**config.mk**
```make
export PLATFORM = sky130hd
export DESIGN_NAME = bdtp_alu
export DESIGN_NICKNAME = d
export VERILOG_FILES = /design/src/rtl/bdtp_pkg.sv /design/src/rtl/bdtp_alu.sv
export VERILOG_INCLUDE_DIRS = /design/src /design/src/rtl
export SDC_FILE = /design/constraint.sdc
export NUM_CORES = 2
export LEC_CHECK = 0
export ABC_CLOCK_PERIOD_IN_PS = 12640
export BUFFER_PORTS_ARGS = -buffer_cell sky130_fd_sc_hd__buf_4
export CAP_MARGIN = 25
export CORE_MARGIN = 4
export CORE_UTILIZATION = 45
export DETAILED_ROUTE_END_ITERATION = 7
export SLEW_MARGIN = 20
export SYNTH_ARGS = -nofsm -noshare
export SYNTH_HDL_FRONTEND = slang
export SYNTH_SLANG_ARGS = --single-unit
```
**constraint.sdc**
```tcl
create_clock -name clk -period 12.64 [get_ports clk]
set_clock_uncertainty 0.2 [all_clocks]
set_input_delay 3.16 -clock clk [delete_from_list [all_inputs] [get_ports clk]]
set_output_delay 3.16 -clock clk [all_outputs]
set_load 0.02 [all_outputs]
```
**src/rtl/bezier_distance_to_parameter_macros.svh**
```systemverilog
// Assertion macros shared by the distance-to-parameter RTL.
// Included by the modules that carry concurrent checks; no other dependencies.
`ifndef BEZIER_DISTANCE_TO_PARAMETER_MACROS_SVH
`define BEZIER_DISTANCE_TO_PARAMETER_MACROS_SVH

// Same-cycle implication under asynchronous active-low reset.
`define BDTP_ASSERT_IMP(label, clk, rst_n, ante, cons) \
	label: assert property (@(posedge clk) disable iff (!rst_n) (ante) |-> (cons)) \
		else $error("bdtp assertion failed");

// Next-cycle implication under asynchronous active-low reset.
`define BDTP_ASSERT_NXT(label, clk, rst_n, ante, cons) \
	label: assert property (@(posedge clk) disable iff (!rst_n) (ante) |=> (cons)) \
		else $error("bdtp assertion failed");

`endif

```
**src/rtl/bdtp_pkg.sv**
```systemverilog
// Shared types, codes and helpers for the distance-to-parameter block.
// Used by bdtp_alu and bezier_distance_to_parameter; no dependencies.
`default_nettype none

package bdtp_pkg;

	typedef logic signed [63:0] word_t;

	typedef enum logic [1:0] {
		ALU_MUL,
		ALU_DIV,
		ALU_SQRT
	} alu_op_t;

	typedef struct packed {
		logic    start;
		alu_op_t op;
		word_t   a;
		word_t   b;
	} alu_req_t;

	typedef enum logic [4:0] {
		S_IDLE,
		S_LIN_DIV,
		S_ARC_INIT,
		S_DRV_START,
		S_DRV_W0,
		S_DRV_W2,
		S_DRV_P,
		S_DRV_C,
		S_DRV_SQ,
		S_DRV_RT,
		S_RB_L0,
		S_RB_LV,
		S_RB_J,
		S_RB_END,
		S_NT_INIT,
		S_NT_CHECK,
		S_NT_DIV,
		S_PT_U2,
		S_PT_T2,
		S_PT_B,
		S_PT_MUL,
		S_PT_AX
	} state_t;

	// Register map indexes
	localparam logic [2:0] REG_START   = 3'd0;
	localparam logic [2:0] REG_OUT_CP  = 3'd1;
	localparam logic [2:0] REG_IN_CP   = 3'd2;
	localparam logic [2:0] REG_END     = 3'd3;
	localparam logic [2:0] REG_MODE    = 3'd4;
	localparam logic [2:0] REG_SEGLEN  = 3'd5;

	// Result status codes
	localparam logic [1:0] ST_CONV  = 2'd0;
	localparam logic [1:0] ST_LIMIT = 2'd1;
	localparam logic [1:0] ST_SAT   = 2'd2;

	localparam word_t ONE_Q16   = 64'sd65536;
	localparam word_t ONE_Q32   = 64'sd4294967296;
	localparam word_t TOL_FX    = 64'sd1073742;
	localparam logic [16:0] T_ONE = 17'h10000;

	localparam int DEF_ROMBERG_ORDER    = 5;
	localparam int DEF_MAX_NEWTON_STEPS = 10;
	localparam int DEF_COORD_BITS       = 21;

	// Divide by 2^k, rounding half away from zero (k >= 1)
	function automatic word_t rnd_shr(word_t n, logic [5:0] k);
		word_t m;
		word_t h;
		m = (n < 0) ? -n : n;
		h = 64'sd1 <<< (k - 6'd1);
		m = (m + h) >>> k;
		return (n < 0) ? -m : m;
	endfunction

	function automatic word_t zx17(logic [16:0] v);
		return {47'd0, v};
	endfunction

endpackage

`default_nettype wire

```
**src/rtl/bdtp_alu.sv**
```systemverilog
// Shared iterative arithmetic unit: serial multiply, rounding divide, square root.
// Depends on bdtp_pkg and the assertion macro header.
`default_nettype none

`include "bezier_distance_to_parameter_macros.svh"

module bdtp_alu (
	input  wire logic             clk,
	input  wire logic             arst_n,
	input  wire bdtp_pkg::alu_req_t req,
	output logic                  done,
	output bdtp_pkg::word_t       res
);
	import bdtp_pkg::*;

	logic        busy_q;
	logic        done_q;
	alu_op_t     op_q;
	logic        neg_q;
	logic [63:0] x_q;
	logic [63:0] y_q;
	logic [63:0] z_q;
	logic [5:0]  cnt_q;
	logic [63:0] res_q;

	logic [63:0] mul_x;
	logic [63:0] div_rsh;
	logic        div_ge;
	logic [63:0] div_x;
	logic [63:0] div_y;
	logic [63:0] sq_sum;
	logic        sq_ge;
	logic [63:0] sq_x;
	logic [63:0] sq_y;
	logic        fin;
	logic [63:0] fin_val;

	// One step of each operation
	always_comb begin
		mul_x   = z_q[0] ? x_q + y_q : x_q;
		div_rsh = {x_q[62:0], y_q[63]};
		div_ge  = div_rsh >= z_q;
		div_x   = div_ge ? div_rsh - z_q : div_rsh;
		div_y   = {y_q[62:0], div_ge};
		sq_sum  = x_q + z_q;
		sq_ge   = y_q >= sq_sum;
		sq_y    = sq_ge ? y_q - sq_sum : y_q;
		sq_x    = sq_ge ? (x_q >> 1) + z_q : x_q >> 1;
	end

	// Finish condition and final value
	always_comb begin
		case (op_q)
			ALU_MUL: begin
				fin     = z_q == 64'd0;
				fin_val = neg_q ? -x_q : x_q;
			end
			ALU_DIV: begin
				fin     = cnt_q == 6'd0;
				fin_val = neg_q ? -div_y : div_y;
			end
			ALU_SQRT: begin
				fin     = cnt_q == 6'd0;
				fin_val = sq_x;
			end
			default: begin
				fin     = 1'b1;
				fin_val = 64'd0;
			end
		endcase
	end

	// Control: busy and result strobe
	always_ff @(posedge clk or negedge arst_n) begin
		if (!arst_n) begin
			busy_q <= 1'b0;
			done_q <= 1'b0;
			op_q   <= ALU_MUL;
		end else begin
			done_q <= 1'b0;
			if (req.start && !busy_q) begin
				busy_q <= 1'b1;
				op_q   <= req.op;
			end else if (busy_q && fin) begin
				busy_q <= 1'b0;
				done_q <= 1'b1;
			end
		end
	end

	// Datapath: load operands, then advance one step a cycle
	always_ff @(posedge clk) begin
		if (req.start && !busy_q) begin
			x_q <= 64'd0;
			case (req.op)
				ALU_MUL: begin
					y_q   <= req.a;
					z_q   <= (req.b < 0) ? -req.b : req.b;
					neg_q <= req.b < 0;
					cnt_q <= 6'd0;
				end
				ALU_DIV: begin
					y_q   <= ((req.a < 0) ? -req.a : req.a) + (req.b >>> 1);
					z_q   <= req.b;
					neg_q <= req.a < 0;
					cnt_q <= 6'd63;
				end
				ALU_SQRT: begin
					y_q   <= req.a;
					z_q   <= 64'd1 << 62;
					neg_q <= 1'b0;
					cnt_q <= 6'd31;
				end
				default: begin
					y_q   <= 64'd0;
					z_q   <= 64'd0;
					neg_q <= 1'b0;
					cnt_q <= 6'd0;
				end
			endcase
		end else if (busy_q) begin
			cnt_q <= cnt_q - 6'd1;
			if (fin)
				res_q <= fin_val;
			case (op_q)
				ALU_MUL: begin
					x_q <= mul_x;
					y_q <= y_q << 1;
					z_q <= z_q >> 1;
				end
				ALU_DIV: begin
					x_q <= div_x;
					y_q <= div_y;
				end
				ALU_SQRT: begin
					x_q <= sq_x;
					y_q <= sq_y;
					z_q <= z_q >> 2;
				end
				default: begin
					x_q <= x_q;
				end
			endcase
		end
	end

	assign done = done_q;
	assign res  = signed'(res_q);

	`BDTP_ASSERT_IMP(a_no_start_busy, clk, arst_n, req.start, !busy_q)
	`BDTP_ASSERT_IMP(a_done_idle, clk, arst_n, done_q, !busy_q)
	`BDTP_ASSERT_NXT(a_done_pulse, clk, arst_n, done_q, !done_q)

endmodule

`default_nettype wire

```
==> results_dict.tcl <==
set metrics [dict create \
    yosys-top-cells-count "630 x nand2_1, 602 x a21oi_1, 424 x o21ai_0" \
    slowest_stage "a221oi_1" \
    wl_per_cell_um 25.8 \
    path_buf_inv 1 \
    place_inst 6969 \
    clock_latency_ns 0.59 \
    std_cell_rows 112 \
    grt_use_total 0.347 \
    regToRegStartpoint "x_q[0]$_SDFFE_PP0P_" \
    postSynth.asyncResetShare 0.0150 \
    yosysSeqAreaShare 0.172 \
    ctsHoldBuffers 0 \
    dieHeight_um 316 \
    wl_um 182000 \
    reg2reg_slack_ns 3.85 \
    cts_resized 0 \
    drive_above_1_share 0.0765 \
    cts.sinks 267 \
    finalSetupTns_ns 0 \
    place_ws_ns 3.02 \
    ys_ff_latch 267 \
    cts_tree "yes" \
    cts_inserted_buffers 36 \
    core_area_sq_um 93700 \
    min_path_cells 2 \
    hold_viol_final 0 \
    synthTopCellsByArea "edfxtp_1 14%, ha_1 11%, xnor2_1 7.2%, a21oi_1 7.0%, nand2_1 5.5%" \
    dr_total_vias 46600 \
    synth_top_area_frac 0.140 \
    synth_edf_count 199 \
    slew_violations 0 \
    slowest_delay_ns 0.65 \
    clock_path_buffers 3 \
    area_delta_synth_final_pct 8.76 \
    die_w_um 316 \
    cap_violations 0 \
    place_congestion 1.02 \
    post-route-min-period_ns 9.04 \
    portBuffers 197 \
    antenna_cells 0 \
    die_area_sq_um 100000 \
    h-tree-depth 2 \
    cp_cell_sequence "buf_4 > or4_1 > or3_1 > or2_1 > or3_4 > nand2b_1 > or2_1 > or4_4 > o21ai_0 > xnor2_1 > ha_1 > and3_1 > and2_1 > nand4_1 > a221oi_1 > o31ai_1 > o21a_1 > o221ai_1 > a31oi_1 > mux2i_1 > a211o_1" \
    layout_worst_path_cycle_share 0.715 \
    instances_no_fill 7033 \
    yosysMostFrequentCell "nand2_1" \
    final-setup-viol-count 0 \
    grt_pass1_vias 42300 \
    synth_nets 6296 \
    cp_data_arrival_time_ns 9.16 \
    grt-ovfl-total 0 \
    tightest_slew_ns 1.08 \
    rsz0062_at_grt "false" \
    status "finished, final reports clean" \
    synth_top_area_cell "edfxtp_1" \
    drt_first_iter_violations 5771 \
    avgViaCountPerCell 6.63 \
    cpMostUsedCell "or2_1" \
    synthCells 5764 \
    path_clk_slew_ns 0.06 \
    crit_start "req[76]" \
    grt_start_max_net_pins 77 \
    antenna_found_initial 4 \
    finalWorstSetupSlack_ns 3.60 \
    min_from "x_q[1]$_SDFFE_PP0P_" \
    final_nets 6286 \
    whs_endpoint "x_q[1]$_SDFFE_PP0P_" \
    slew_headroom 0.281 \
    timing.hold.ws_ns 0.416 \
    fmax_ghz 0.111 \
    hold_path_class "reg -> reg" \
    postCtsSetupBuffers 0 \
    ios 198 \
    critPathKind "in -> reg" \
    drc 0 \
    cts-root-buf "clkbuf_16" \
    synth.distinct_cells 97 \
    end_kind "register" \
    required_ns 12.76 \
    critPathLaunchType "input port" \
    worstRegToRegCells 26 \
    ys_warn_count 0 \
    dpl.hpwl_um 145000 \
    worstReg2RegEnd "x_q[56]$_SDFFE_PP0P_" \
    path_delay_family "simple AND/OR/NAND/NOR gates" \
    syn_area_sq_um 42800 \
    first_pass_iters 7 \
    synth.avg_cell_area_sq_um 7.42 \
    start_util 0.456 \
    grt_pass1_wl_um 267000 \
    synth_ff_type "edfxtp_1" \
    drtAntennaViolNets 0 \
    cp_max_fo 5 \
]
[through the flow]
stage           util  area, sq um
2_1_floorplan      -        42800
3_3_place_gp   0.484        45400
3_5_place_dp   0.484        45400
4_1_cts        0.496        46500
5_1_grt        0.496        46500
6_report       0.496        46500
[how the worst max path moves through the flow]
stage	end	slack [ns]	cells after the start
after floorplan	y_q[0]$_DFFE_PP_	2.05	4
after global placement	y_q[57]$_DFFE_PP_	3.06	23
after detailed placement	y_q[57]$_DFFE_PP_	3.02	21
after CTS	y_q[57]$_DFFE_PP_	3.62	21
after global routing	y_q[57]$_DFFE_PP_	3.26	23
final	y_q[57]$_DFFE_PP_	3.60	21
[area by class of cell]
cell class / instances / area [sq um]
flip-flops and latches: 267 / 7360
repair buffers: 291 / 2180
well taps: 1254 / 1570
clock buffers: 41 / 951
multi-input cells: 4979 / 33600
fillers: 9401 / 47200
clock inverters: 22 / 215
inverters: 179 / 674
[kinds of logic after synthesis]
kind of cell | Yosys count | share of synthesized area
compound gates | 2242 | 0.339
simple gates | 1713 | 0.194
xor+xnor | 524 | 0.107
buf+inv | 518 | 0.0456
fa+ha+maj | 399 | 0.118
flops | 267 | 0.172
mux | 101 | 0.0239
[state kept, by name, summed over array words and instances, names as in the netlist]
name / cells
res: 64
x_q: 64
y_q: 64
z_q: 64
cnt_q: 6
op_q: 2
busy_q: 1
done: 1
neg_q: 1
[per-layer routing]
| layer | GRT usage | share of wire | wire, um | vias to the layer above |
|---|---|---|---|---|
| met5 | 0 | 0.00026 | 47 | - |
| met4 | 0.0864 | 0.028 | 5120 | 6 |
| met3 | 0.0677 | 0.12 | 21500 | 241 |
| met2 | 0.498 | 0.40 | 73100 | 2532 |
| met1 | 0.527 | 0.45 | 81900 | 22000 |
| li1 | - | - | - | 21800 |
[tightest hold or removal path: stages (launching register included)]
cell,delay (ns)
dfxtp_1,0.40
nand2_1,0.10
a21oi_1,0.06
[cell usage in the layout, fill, tap and decap left out, types with 45 or more instances in the layout]
cell type and n:
ha_1 388, a31oi_1 72, o21bai_1 75, inv_1 174, nor3_1 86, o31ai_1 104, o21ai_0 424, nor2_1 349
a21oi_1 599, buf_4 291, nand4_1 104, mux2i_1 91, or3_1 63, xnor2_1 352, nor4_1 45, a21o_1 227
nand2b_1 58, a22oi_1 116, dfxtp_1 64, o22ai_1 102, a211oi_1 59, nand3_1 102, o41ai_1 48, nor3b_1 46
xor2_1 172, nand2_1 629, edfxtp_1 199
Power is not shown: default switching activity piles up to over one toggle a cycle in this logic, so the estimate is an artifact.
